[config.mk]
export PLATFORM = sky130hd
export DESIGN_NAME = cbba_front
export DESIGN_NICKNAME = d
export VERILOG_FILES = /design/src/sv/cbba_pkg.sv /design/src/sv/cbba_front.sv
export SDC_FILE = /design/constraint.sdc
export NUM_CORES = 1
export LEC_CHECK = 0
export BUFFER_PORTS_ARGS = -buffer_cell sky130_fd_sc_hd__buf_2
export CORE_ASPECT_RATIO = 1.75
export CORE_UTILIZATION = 60
export DETAILED_ROUTE_END_ITERATION = 8
export GPL_TIMING_DRIVEN = 0
export PLACE_DENSITY = 0.94
export SYNTH_ARGS = -nofsm -noshare
export SYNTH_HDL_FRONTEND = slang
export SYNTH_SLANG_ARGS = --single-unit
[constraint.sdc]
create_clock -name clk -period 12.3 [get_ports clk]
set_input_delay 0.615 -clock clk [delete_from_list [all_inputs] [get_ports clk]]
set_output_delay 0.615 -clock clk [all_outputs]
set_load 0.005 [all_outputs]
[src/sv/cbba_pkg.sv]
// shared types, register codes and constants for the content bounding box autocrop block
package cbba_pkg;

  localparam int MAX_WIDTH_DEF  = 2048;
  localparam int MAX_HEIGHT_DEF = 2048;

  localparam int CFG_W   = 12;
  localparam int INDEX_W = 3;
  localparam int CHAN_W  = 8;
  localparam int BOX_W   = 11;
  localparam int SIZE_W  = 12;

  localparam int MIN_THR   = 4;
  localparam int THR_SHIFT = 6;

  localparam logic [CFG_W-1:0]  SIZE_RST         = 12'd2048;
  localparam logic [CHAN_W-1:0] ALPHA_FLOOR_RST  = 8'd16;
  localparam logic [CHAN_W-1:0] BRIGHT_FLOOR_RST = 8'd24;

  localparam logic [INDEX_W-1:0] REG_IMAGE_WIDTH      = 3'd0;
  localparam logic [INDEX_W-1:0] REG_IMAGE_HEIGHT     = 3'd1;
  localparam logic [INDEX_W-1:0] REG_ALPHA_FLOOR      = 3'd2;
  localparam logic [INDEX_W-1:0] REG_BRIGHTNESS_FLOOR = 3'd3;

  typedef struct packed {
    logic [CHAN_W-1:0] pixel_red;
    logic [CHAN_W-1:0] pixel_green;
    logic [CHAN_W-1:0] pixel_blue;
    logic [CHAN_W-1:0] pixel_alpha;
  } pixel_t;

  typedef struct packed {
    logic [BOX_W-1:0]  box_left;
    logic [BOX_W-1:0]  box_right;
    logic [BOX_W-1:0]  box_top;
    logic [BOX_W-1:0]  box_bottom;
    logic [SIZE_W-1:0] crop_width;
    logic [SIZE_W-1:0] crop_height;
    logic              fallback_used;
  } crop_t;

  typedef struct packed {
    logic content;
    logic last_col;
    logic last_row;
    logic row_qual;
  } tag_t;

endpackage

[src/sv/cbba_front.sv]
// front end: pixel classification, raster position and per-row content count
module cbba_front #(
  parameter int MAX_WIDTH  = cbba_pkg::MAX_WIDTH_DEF,
  parameter int MAX_HEIGHT = cbba_pkg::MAX_HEIGHT_DEF,
  parameter int EW         = $clog2(MAX_WIDTH + 1),
  parameter int EH         = $clog2(MAX_HEIGHT + 1),
  parameter int RCW        = 6
) (
  input  logic                       clk,
  input  logic                       rst,
  input  logic                       restart,
  input  logic [EW-1:0]              eff_w,
  input  logic [EH-1:0]              eff_h,
  input  logic [RCW-1:0]             row_thr,
  input  logic [cbba_pkg::CHAN_W-1:0] alpha_floor,
  input  logic [cbba_pkg::CHAN_W-1:0] brightness_floor,
  input  logic                       accept,
  input  cbba_pkg::pixel_t           pixel,
  output cbba_pkg::tag_t             tag
);

  localparam int COL_W = $clog2(MAX_WIDTH);
  localparam int ROW_W = $clog2(MAX_HEIGHT);

  logic [COL_W-1:0]            col;
  logic [ROW_W-1:0]            row;
  logic [RCW-1:0]              row_count;
  logic [RCW-1:0]              row_count_next;
  logic [cbba_pkg::CHAN_W-1:0] bright;
  logic                        content;

  always_comb begin
    bright = pixel.pixel_red;
    if (pixel.pixel_green > bright) bright = pixel.pixel_green;
    if (pixel.pixel_blue > bright) bright = pixel.pixel_blue;
    content = (pixel.pixel_alpha >= alpha_floor) && (bright > brightness_floor);
    row_count_next = row_count;
    if (content && row_count < row_thr) row_count_next = row_count + RCW'(1);
    tag.content  = content;
    tag.last_col = ((EW'(col) + EW'(1)) == eff_w);
    tag.last_row = ((EH'(row) + EH'(1)) == eff_h);
    tag.row_qual = (row_count_next >= row_thr);
  end

  always_ff @(posedge clk) begin
    if (rst || restart) begin
      col       <= '0;
      row       <= '0;
      row_count <= '0;
    end else if (accept) begin
      if (tag.last_col) begin
        col       <= '0;
        row_count <= '0;
        row       <= tag.last_row ? '0 : row + ROW_W'(1);
      end else begin
        col       <= col + COL_W'(1);
        row_count <= row_count_next;
      end
    end
  end

endmodule

==> metrics.csv <==
stage,metric,value,unit
detailed_routing,Via-to-Cell Ratio,6.118,
power,Cell Pwr Density,56.78,nW/um2
setup_path,CP peak stage delay,0.43,ns
power,switch share,0.3267,
detailed_routing,Avg WL per Cell,15.08,um
sta,Final setup viols,0,
setup_path,flop-to-flop setup slack,9.55,ns
setup_path,R2R Path End,row[3],
logic_synthesis,Avg Inst Size Synth,7.806,um2
detailed_routing,Initial DRC Count,283,
logic_synthesis,Seq cells post-synth,28,
logic_synthesis,number of library cell types mapped by synthesis,69,
cts,# hold bufs at CTS,0,
sta,Clock Skew,0.007178,ns
cts,total CTS buffers,3,
logic_synthesis,share of the synthesized area in the top cell type,0.1546,
logic_synthesis,most frequently used flop master after synthesis,dfxtp_1,
die,core footprint,5926,um2
global_routing,met3 global-route usage,0.05109,
layout,Layout area overhead,15.52,%
logic_synthesis,sequential area share after synthesis,0.1505,
cts,Longest Clk Path Bufs,2,
sta,Max Slew Vio Count,0,
setup_path,crit path launch type,input pin,
setup_path,WP data required,11.69,ns
cts,post-CTS sizing,0,
setup_path,CP Max Fanout,8,
setup_path,buffers plus inverters on the worst setup path,5,
run_status,status,"finished, final reports clean",
logic_synthesis,Post-synth top cells,"ha_1 (46), inv_1 (45), a21oi_1 (32)",
global_routing,first-pass GRT wire length,15620,um
setup_path,Worst path depth,35,
sta,Final Cycle Share,0.6451,
power,Internal,0.0001645,W
layout,fin cells,644,
cts,CTS tree,yes,
power,Peak VDD IR,0.04068,mV
logic_synthesis,Post-synth EDFFs,0,
sta,minimum clock period,7.935,ns
cts,CTS Root Cell,clkbuf_8,
logic_synthesis,mapped cell area,3724,um2
sta,Fin. Hold Viols,0,
power,static leakage,2.059,nW
global_routing,GR peak layer,met2,
cts,clock-pin slew on the worst setup and hold paths,0.10,ns
logic_synthesis,Synth area leader,ha_1,
place,PortBufs,85,
sta,setup repair after global routing missed its margin,false,
sta,setup TNS,0,ns
setup_path,crit-path leading delay family,compound AO/OA/AOI/OAI gates,
detailed_routing,Pre-Repair DR Iteration Count,5,
die,die area,6538,um2
detailed_routing,DRC Markers,0,
global_routing,number of global-route vias before repair,3886,
setup_path,worst reg-to-reg path cell count,9,
die,Starting Density,0.6284,
setup_path,crit path to,tag[0],
logic_synthesis,Mapped Cells,477,
logic_synthesis,Synth area leaders,"ha_1 (15%), dfxtp_1 (15%), mux2i_1 (4.6%)",
place,gp weighted congestion,0.9312,
global_routing,largest net degree at the start of global routing,16,
layout,net total in the final layout,695,
die,Die H,106.2,um
global_routing,met2 Usage GRT,0.5684,
layout,antenna diode count,0,
setup_path,Worst Setup SP,pixel[25],
setup_path,Crit-path slowest cell,clkbuf_1,
global_routing,GRT overflow,0,
power,Comb power frac,0.383,
place,DP Wirelength,7892,um
flow_run,Max Cap Violations,0,
die,# IOs,86,
global_routing,M1 GR Usage,0.2806,
global_routing,GRT Util Overall,0.3065,
detailed_routing,via count,3940,
place,placed cells,640,
setup_path,Critical Path AT,7.32,ns
cts,TritonCTS Sinks,28,
min_path,min-delay worst type,flop to flop,
logic_synthesis,Synth Warn #,0,
layout,layout cells sized above 1,0.2297,
setup_path,WS Path Type,input pin to output port,
sta,Max Clock Freq,126.0,MHz
detailed_routing,final WL,9709,um
logic_synthesis,most frequent cell after synthesis,ha_1,
setup_path,CP Capture Type,output port,
die,Rows,37,
logic_synthesis,"FFs w/ async S/R, synth",0,
sta,Least-Margin Pin Slew,0.7380,ns
detailed_routing,Post-DRT Antenna Nets,0,
global_routing,initial antenna violation count,0,
cts,clk_lat worst skew,0.28,ns
logic_synthesis,Synthesized Nets,605,
power,P_sw,0.00007978,W
cts,post-CTS setup buffers,0,
sta,relative slew slack,0.5062,
cts,CTS H-tree lvls,1,
power,Flop pwr share,0.375,
power,clock share of power,0.242,
die,die width,61.55,um
setup_path,reg2reg start,col[0],
-- cell usage in the layout (no fill, tap or decap), types with 17 or more instances in the layout --
| cell type | instances |
|---|---|
| ha_1 | 46 |
| nor2_1 | 20 |
| inv_1 | 45 |
| dfxtp_1 | 28 |
| xnor2_1 | 17 |
| nand2_1 | 29 |
| a21oi_1 | 32 |
| mux2i_1 | 17 |
| nand3_1 | 29 |
| buf_2 | 90 |
-- worst min path at each step --
| stage | from | to | slack (ns) | cells after the start |
|---|---|---|---|---|
| CTS | row_count[5] | row_count[5] | 0.51 | 2 |
| global placement | row_count[5] | row_count[5] | 0.48 | 2 |
| floorplan | row_count[5] | row_count[5] | 0.46 | 2 |
| detailed placement | row_count[5] | row_count[5] | 0.49 | 2 |
| global route | row[1] | row[1] | 0.56 | 2 |
| finish | row_count[5] | row_count[5] | 0.51 | 2 |
-- tightest hold or removal path: stages (launching register included) --
cell and delay, ns:
dfxtp_1 0.35, nand2_1 0.07, o21ai_1 0.05
-- layout make-up --
| type | instances | area [um2] |
|---|---|---|
| tap | 78 | 97.59 |
| sequential | 28 | 560.5 |
| inverter | 46 | 177.7 |
| timing repair buffer | 85 | 425.4 |
| clock buffer | 4 | 55.05 |
| multi-input combinational | 382 | 2841 |
| fill | 459 | 1624 |
| buffer | 21 | 143.9 |
-- layer usage --
metal  vias to the layer above  part of all wire
met5                         -                 0
met2                       142              0.55
met1                      1838              0.36
li1                       1921                 -
met3                        39             0.042
met4                         0             0.052
-- power groups by stage --
stage	clock network (W)	registers, W	logic [W]
CTS	0.0000586	0.0000915	0.0000933
floorplan	0	0.0000935	0.0000609
global route	0.0000635	0.0000917	0.000105
finish	0.0000592	0.0000916	0.0000935
global placement	0	0.0000936	0.0000867
detailed placement	0	0.0000936	0.0000925
-- per-stage QoR --
| step | setup slack (ns) | util | hold slack (ns) | cell area [um2] | total power, W |
|---|---|---|---|---|---|
| after floorplan | 5.407 | - | 0.4646 | 3724 | 0.0001544 |
| after global placement | 4.608 | 0.7166 | 0.4819 | 4247 | 0.0001804 |
| after detailed placement | 4.372 | 0.7166 | 0.4943 | 4247 | 0.0001862 |
| after CTS | 4.351 | 0.7259 | 0.5075 | 4302 | 0.0002434 |
| after global routing | 3.876 | 0.7259 | 0.5633 | 4302 | 0.0002599 |
| final | 4.365 | 0.7259 | 0.5061 | 4302 | 0.0002442 |
-- flip-flops by register name, indices dropped and copies added (netlist names) --
signal / flops
col: 11
row: 11
row_count: 6
-- cell families (layout without fill, tap and decap cells) --
kind of cell               count (synthesis)  after routing  share of synthesized area
AOI/OAI and AO/OA                        109            109                     0.1993
xor gates and xnor gates                  28             28                    0.06788
DFF                                       28             28                     0.1505
muxes                                     20             20                    0.05477
adders and majority gates                 46             46                     0.1546
and+or+nand+nor                          179            179                     0.2866
buffers and inverters                     67            156                    0.08636
No activity file was read; power rests on OpenSTA's default activity.
