$ cat src/sv/cbba_fifo.sv
// small register queue used between front and back and for finished results
module cbba_fifo #(
  parameter int WIDTH = 4,
  parameter int DEPTH = 4
) (
  input  logic             clk,
  input  logic             rst,
  input  logic             push,
  input  logic [WIDTH-1:0] din,
  output logic             full,
  input  logic             pop,
  output logic [WIDTH-1:0] dout,
  output logic             empty
);

  localparam int PW = $clog2(DEPTH);

  logic [WIDTH-1:0] mem [DEPTH];
  logic [PW-1:0]    wptr;
  logic [PW-1:0]    rptr;
  logic [PW:0]      count;
  logic             wr;
  logic             rd;

  assign full  = (count == (PW+1)'(DEPTH));
  assign empty = (count == '0);
  assign wr    = push && !full;
  assign rd    = pop && !empty;
  assign dout  = mem[rptr];

  always_ff @(posedge clk) begin
    if (rst) begin
      wptr  <= '0;
      rptr  <= '0;
      count <= '0;
    end else begin
      if (wr) wptr <= wptr + PW'(1);
      if (rd) rptr <= rptr + PW'(1);
      if (wr && !rd) count <= count + (PW+1)'(1);
      else if (rd && !wr) count <= count - (PW+1)'(1);
    end
  end

  always_ff @(posedge clk) begin
    if (wr) mem[wptr] <= din;
  end

endmodule

$ cat config.mk
export PLATFORM = sky130hd
export DESIGN_NAME = cbba_fifo
export DESIGN_NICKNAME = d
export VERILOG_FILES = /design/src/sv/cbba_fifo.sv
export SDC_FILE = /design/constraint.sdc
export NUM_CORES = 1
export LEC_CHECK = 0
export ABC_CLOCK_PERIOD_IN_PS = 2500
export BUFFER_PORTS_ARGS = -buffer_cell sky130_fd_sc_hd__buf_2
export CAP_MARGIN = 5
export CORE_MARGIN = 2
export CORE_UTILIZATION = 54
export DETAILED_ROUTE_END_ITERATION = 6
export PLACE_DENSITY = 0.77
export REMOVE_ABC_BUFFERS = 1
export SLEW_MARGIN = 20
export SYNTH_ARGS = -nofsm -noshare
export SYNTH_HDL_FRONTEND = slang
export SYNTH_SLANG_ARGS = --single-unit
$ cat constraint.sdc
create_clock -name clk -period 2.5 [get_ports clk]
set_clock_uncertainty 0.2 [all_clocks]
set_input_delay 0.5 -clock clk [delete_from_list [all_inputs] [get_ports clk]]
set_output_delay 0.5 -clock clk [all_outputs]
set_load 0.05 [all_outputs]
==> results of run 1 <==
## where the power goes
part	total (mW)	leakage (nW)	switching, mW	internal [mW]
Clock	0.176	0.0177	0.117	0.0598
Combinational	0.452	0.212	0.281	0.171
Sequential	0.584	0.221	0.0756	0.508
## cells in the mapped netlist (all sizes together)
| library cell | count |
|---|---|
| mux4 | 4 |
| clkbuf | 1 |
| nor3b | 1 |
| o311ai | 1 |
| a21oi | 2 |
| ha | 5 |
| o31ai | 1 |
| mux2i | 2 |
| dfxtp | 9 |
| fa | 1 |
| nand2b | 2 |
| xor2 | 4 |
| nor3 | 1 |
| or3 | 2 |
| and2 | 4 |
| inv | 4 |
| o21ai | 2 |
| edfxtp | 16 |
| nor2 | 6 |
## sequential cells by signal, summed over array words and instances (netlist names), named ones only
signal / count
wptr: 2
rptr: 2
count: 3
mem: 16
## metal layers
layer,up-vias,share of wire,GRT usage
met3,2,0.043,0.03396
met4,0,0.0048,0.06486
met2,15,0.48,0.2373
met5,-,0,0
met1,263,0.47,0.2327
li1,279,-,-
## layout make-up
| type | instances | area (um2) | area share |
|---|---|---|---|
| flip-flops and latches | 25 | 660.6 | 0.5623 |
| clock buffers | 3 | 22.52 | 0.01917 |
| multi-input cells | 38 | 367.9 | 0.3131 |
| clock inverters | 1 | 5.005 | 0.004260 |
| well taps | 25 | 31.28 | 0.02662 |
| repair buffers | 14 | 72.57 | 0.06177 |
| inverters | 4 | 15.01 | 0.01278 |
## final timing paths
path                               from                    end  slack (ns)  depth (start not counted)
hold reg to reg    wptr[1]$_SDFFE_PP0P_   wptr[1]$_SDFFE_PP0P_        0.33                          2
setup reg to reg  count[1]$_SDFFE_PP0P_  count[2]$_SDFFE_PP0P_        0.22                          7
setup / recovery  count[1]$_SDFFE_PP0P_  count[2]$_SDFFE_PP0P_        0.22                          7
hold / removal                   din[0]    mem[0][0]$_DFFE_PP_        0.19                          1
## cells by family (layout without fill, tap and decap cells)
family,after synthesis,count (layout),share of synthesized area
compound gates,6,6,0.03943
simple gates,16,16,0.09438
mux,6,6,0.1051
xor+xnor,4,4,0.03345
fa+ha+maj,6,6,0.07885
buf+inv,5,22,0.01791
flops,25,25,0.6308
## metrics by stage
step                      utilization  hold WS (ns)  setup slack (ns)  cell area, um2  total power, mW
after floorplan                     -        0.2807            0.1919            1044           0.9494
after global placement         0.6435        0.3023            0.3013            1147            1.038
after detailed placement       0.6435        0.3206            0.2517            1147            1.051
after CTS                      0.6589        0.1841            0.2083            1175            1.221
after global routing           0.6589        0.1809           0.09076            1175            1.288
final                          0.6589        0.1915            0.2222            1175            1.212
==> out/results.tsv, run 1 <==
stage	metric	value	unit
layout	commonest non-fill, non-tap cell in the layout	edfxtp_1	
cts	CTS sink count	25	
layout	Final nets	100	
setup_path	crit-path cells	o31ai_2, ha_1, inv_1, fa_1, xor2_1, or3_1, a21oi_1	
logic_synthesis	top cells by area, synth	edfxtp_1, dfxtp_1, mux4_2, ha_1, xor2_1	
logic_synthesis	share of the synthesized area in the top cell type	0.4588	
global_route	largest net degree at the start of global routing	15	
layout	final std cells w/o fill	110	
setup_path	Crit. End Element	flop	
global_route	GRT Util Overall	0.1608	
logic_synthesis	sequential cell area fraction in the yosys report	0.6308	
logic_synthesis	Distinct cells, synth	21	
cts	post-CTS setup repair buffer count	0	
power	Leak	0.4501	nW
floorplanning	Die Span Y	48.04	um
routing	DR DRC count	0	
place	RePlAce Congestion	0.7856	
setup_path	Critical Path RT	2.55	ns
logic_synthesis	Synth Warn #	0	
setup_path	Slowest Stage Delay on Critical Path	0.41	ns
timing	crit path time final	2.278	ns
cts	cts-stage hold buffer count	0	
timing	Final period util	0.9111	
layout	layout cells sized above 1	0.3059	
timing	Final Hold Violating Endpoints	0	
place	Port Buffers	13	
hold_path	HP Class	input pin to flop	
cts	TritonCTS clock tree	yes	
routing	final WL	1463	um
setup_path	crit path max fanout	6	
power	Max VDD drop	620.0	uV
floorplanning	Starting Density	0.5874	
timing	Final setup violation count	0	
timing	Peak Freq	439.0	MHz
place	DP Cell Count	106	
status	run status	completed	
timing	Slew headroom	0.7744	
cts	Clock Pin Slew Worst Setup and Hold Paths	0.14	ns
setup_path	WP buf/inv	1	
power	Power Density	1032	mW/mm2
timing	pin slew with the least headroom to its limit	0.3380	ns
cts	H-tree lvl count	1	
routing	WL/cell	13.30	um
floorplanning	chip width	48.04	um
layout	Fillers	139	
logic_synthesis	post-synthesis instance total	68	
floorplanning	FP Rows	15	
cts	Clk Latency, worst-skew pair	0.31	ns
global_route	vias in the first global route	549	
cts	CTS-repair resized insts	0	
routing	post-route ant nets	0	
setup_path	Slowest-stage cell, CP	dfxtp_1	
global_route	GRT overflow	0	
layout	Area Growth Syn to Fin	12.19	%
layout	commonest non-fill, non-tap cells in the layout	edfxtp_1, buf_2, dfxtp_1	
cts	Clock Path Buffers	2	
setup_path	startpoint types	flop	
global_route	first-pass GRT wire length	2442	um
timing	total negative slack	0	ns
setup_path	crit-path leading delay family	adder cells	
cts	clk root buf	clkbuf_4	
routing	routed vias/inst	5.082	
routing	1st-pass router iterations	4	
routing	Via Count	559	
cts	total CTS buffers	3	
logic_synthesis	post-synth top area cell	edfxtp_1	
flow_run	MaxCap Viol Count	0	
logic_synthesis	synthesized area	0.001047	mm2
floorplanning	die area	0.002308	mm2
layout	Antenna diodes	0	
timing	Slew Limit Fails	0	
global_route	antenna violations before repair	0	
routing	DRT iter0 DRCs	21	
logic_synthesis	Synth Register Bits	25	
setup_path	crit path DAT	2.33	ns
logic_synthesis	average footprint of a synthesized cell	15.40	um2
floorplanning	I/O pin count	14	
timing	RSZ-0062 raised after global routing	no	
setup_path	Worst Setup Path Type	flop to flop	
floorplanning	core area	0.001783	mm2
Note: power is estimated with default switching activity, not from simulation.
==> run 2, diff against run 1 <==
--- a/config.mk
+++ b/config.mk
@@ -5,13 +5,13 @@
 export SDC_FILE = /design/constraint.sdc
 export NUM_CORES = 1
 export LEC_CHECK = 0
-export ABC_CLOCK_PERIOD_IN_PS = 2500
+export ABC_CLOCK_PERIOD_IN_PS = 2900
 export BUFFER_PORTS_ARGS = -buffer_cell sky130_fd_sc_hd__buf_2
 export CAP_MARGIN = 5
 export CORE_MARGIN = 2
-export CORE_UTILIZATION = 54
+export CORE_UTILIZATION = 58
 export DETAILED_ROUTE_END_ITERATION = 6
-export PLACE_DENSITY = 0.77
+export PLACE_DENSITY = 0.82
 export REMOVE_ABC_BUFFERS = 1
 export SLEW_MARGIN = 20
 export SYNTH_ARGS = -nofsm -noshare
==> constraint.sdc (replaced) <==
create_clock -name clk -period 2.9 [get_ports clk]
set_clock_uncertainty 0.2 [all_clocks]
set_input_delay 0.58 -clock clk [delete_from_list [all_inputs] [get_ports clk]]
set_output_delay 0.58 -clock clk [all_outputs]
set_load 0.05 [all_outputs]
==> run 2 against run 1 <==
Cell area decreased by 0.43%. Clock power decreased by 16%. Global-route usage increased by 0.41 points. First-iteration DRC count decreased by 81%. Register-to-register slack improved by 0.37 ns. Cell count decreased by 0.91%. Total power decreased by 15%. Non-clock buffer count decreased by 1. Critical path depth decreased by 5.
==> out/results.tsv, run 2 (synthesis gave the netlist of run 1 again) <==
stage	metric	value	unit	change
layout	max reg flops	16		unchanged
flow_run	MaxCap Viol Count	0		unchanged
cts	H-tree lvl count	1		unchanged
cts	clk root buf	clkbuf_4		
timing	post-route setup slack	0.5665	ns	+0.3443 ns
floorplanning	die area	0.002161	mm2	-6.3%
routing	DR DRC count	0		unchanged
power	sequential power share	0.484		+0.002
routing	Via Count	557		-0.36%
routing	DRT iter0 DRCs	4		-81%
power	Power Density	884.8	mW/mm2	-14%
power	Leak	0.4414	nW	-1.9%
layout	Final nets	99		-1.0%
setup_path	crit path max fanout	4		-2
timing	Slew Limit Fails	0		unchanged
power	Internal	0.6349	mW	-14%
timing	RSZ-0062 raised after global routing	no		
power	clock network power share	0.143		-0.003
timing	Slew headroom	0.7832		+0.008797
global_route	GRT Util Overall	0.1649		+0.004124
setup_path	Slowest-stage cell, CP	mux4_2		
cts	CTS sink count	25		unchanged
timing	Final Hold Violating Endpoints	0		unchanged
cts	post-CTS setup repair buffer count	0		unchanged
layout	Fillers	126		-9.4%
routing	post-route ant nets	0		unchanged
global_route	grt met2 use	0.2667		+0.02933
cts	Clock Pin Slew Worst Setup and Hold Paths	0.13	ns	about the same
global_route	met1 GRT Util	0.2216		-0.01102
global_route	vias in the first global route	523		-4.7%
layout	Antenna diodes	0		unchanged
layout	top flop regs	mem: 16 flops, count: 3 flops		
place	dpl ws	0.4780	ns	+0.2263 ns
power	Switching Share	0.3866		-0.003702
layout	commonest non-fill, non-tap cell in the layout	edfxtp_1		
layout	multi-input logic area	367.9	um2	unchanged
place	Port Buffers	13		unchanged
layout	layout cells sized above 1	0.2976		-0.008263
timing	total negative slack	0	ns	unchanged
power	combinational power share	0.373		about the same
timing	Peak Freq	428.5	MHz	
routing	WL/cell	12.91	um	-2.9%
cts	TritonCTS clock tree	yes		
timing	Final setup violation count	0		unchanged
timing	crit path time final	2.333	ns	
place	RePlAce Congestion	0.7970		+1.5%
layout	register area	660.6	um2	unchanged
floorplanning	Die Span Y	46.49	um	-3.2%
global_route	GRT overflow	0		unchanged
setup_path	Worst Setup Path Type	flop to output port		
floorplanning	FP Rows	15		unchanged
power	Psw	0.4002	mW	-15%
floorplanning	core area	0.001708	mm2	-4.2%
setup_path	Crit. End Element	output port		
cts	total CTS buffers	3		unchanged
hold_path	HP Class	input pin to flop		
floorplanning	Starting Density	0.6132		+0.02582
routing	routed vias/inst	5.110		+0.56%
place	Placed Area	0.001140	mm2	-0.65%
setup_path	startpoint types	flop		
cts	Clk Latency, worst-skew pair	0.30	ns	about the same
routing	final WL	1407	um	-3.8%
place	HPWL reported at the end of detailed placement	1123	um	
layout	Most flops, register	mem		
global_route	largest net degree at the start of global routing	16		+1
setup_path	WP buf/inv	1		unchanged
timing	Final period util	0.8047		
setup_path	Critical Path RT	2.12	ns	-0.43 ns
status	run status	completed		
setup_path	crit path DAT	1.55	ns	-0.78 ns
floorplanning	I/O pin count	14		unchanged
routing	1st-pass router iterations	4		unchanged
global_route	GR Util met3	0.03529		+0.001332
cts	Clock Path Buffers	2		unchanged
global_route	gr busiest metal	met2		
setup_path	crit-path cells	mux4_2, buf_2		
global_route	first-pass GRT wire length	2380	um	-2.5%
cts	CTS-repair resized insts	0		unchanged
setup_path	Slowest Stage Delay on Critical Path	0.53	ns	+0.12 ns
cts	cts-stage hold buffer count	0		unchanged
global_route	antenna violations before repair	0		unchanged
layout	Area Growth Syn to Fin	11.71	%	
timing	pin slew with the least headroom to its limit	0.3248	ns	-0.01318 ns
power	Max VDD drop	461.6	uV	-26%
setup_path	crit-path leading delay family	multiplexers		
layout	commonest non-fill, non-tap cells in the layout	edfxtp_1, buf_2, dfxtp_1		
layout	Final Cell Area	0.001170	mm2	-0.43%
floorplanning	chip width	46.49	um	-3.2%
==> run 2: cell type report <==
class / instances / area share
multi-input combinational: 38 / 0.3144
sequential: 25 / 0.5647
inverter: 4 / 0.01283
tap: 25 / 0.02674
clock inverter: 1 / 0.006417
clock buffer: 3 / 0.01925
timing repair buffer: 13 / 0.05562
==> run 2: layer usage <==
layer,wire [um],up-vias
met3,46,2
met5,0,-
met4,13,0
li1,-,278
met2,696,9
met1,650,268
==> run 2: stage by stage <==
stage / hold slack [ns] / std cells / power (mW) / utilization
3_3_place_gp: 0.3131 / 105 / 0.8895 / 0.6674
6_report: 0.2841 / 109 / 1.035 / 0.6850
5_1_grt: 0.2581 / 109 / 1.108 / 0.6850
2_1_floorplan: 0.2807 / 67 / 0.8185 / -
3_5_place_dp: 0.3181 / 105 / 0.9019 / 0.6674
4_1_cts: 0.2793 / 109 / 1.049 / 0.6850
==> run 2: final timing paths <==
path	from	endpoint	slack (ns)	cells past startpoint
min reg2reg	wptr[1]$_SDFFE_PP0P_	wptr[1]$_SDFFE_PP0P_	0.33	2
max	flop	dout[1]	0.57	2
min	din[0]	mem[2][0]$_DFFE_PP_	0.28	1
max reg2reg	count[0]$_SDFFE_PP0P_	count[2]$_SDFFE_PP0P_	0.59	8
==> run 2: power groups by stage <==
stage,Combinational (mW),Clock [mW],Sequential [mW]
2_1_floorplan,0.321,0,0.498
3_3_place_gp,0.380,0,0.510
3_5_place_dp,0.390,0,0.512
4_1_cts,0.391,0.155,0.503
5_1_grt,0.421,0.173,0.514
6_report,0.386,0.148,0.501
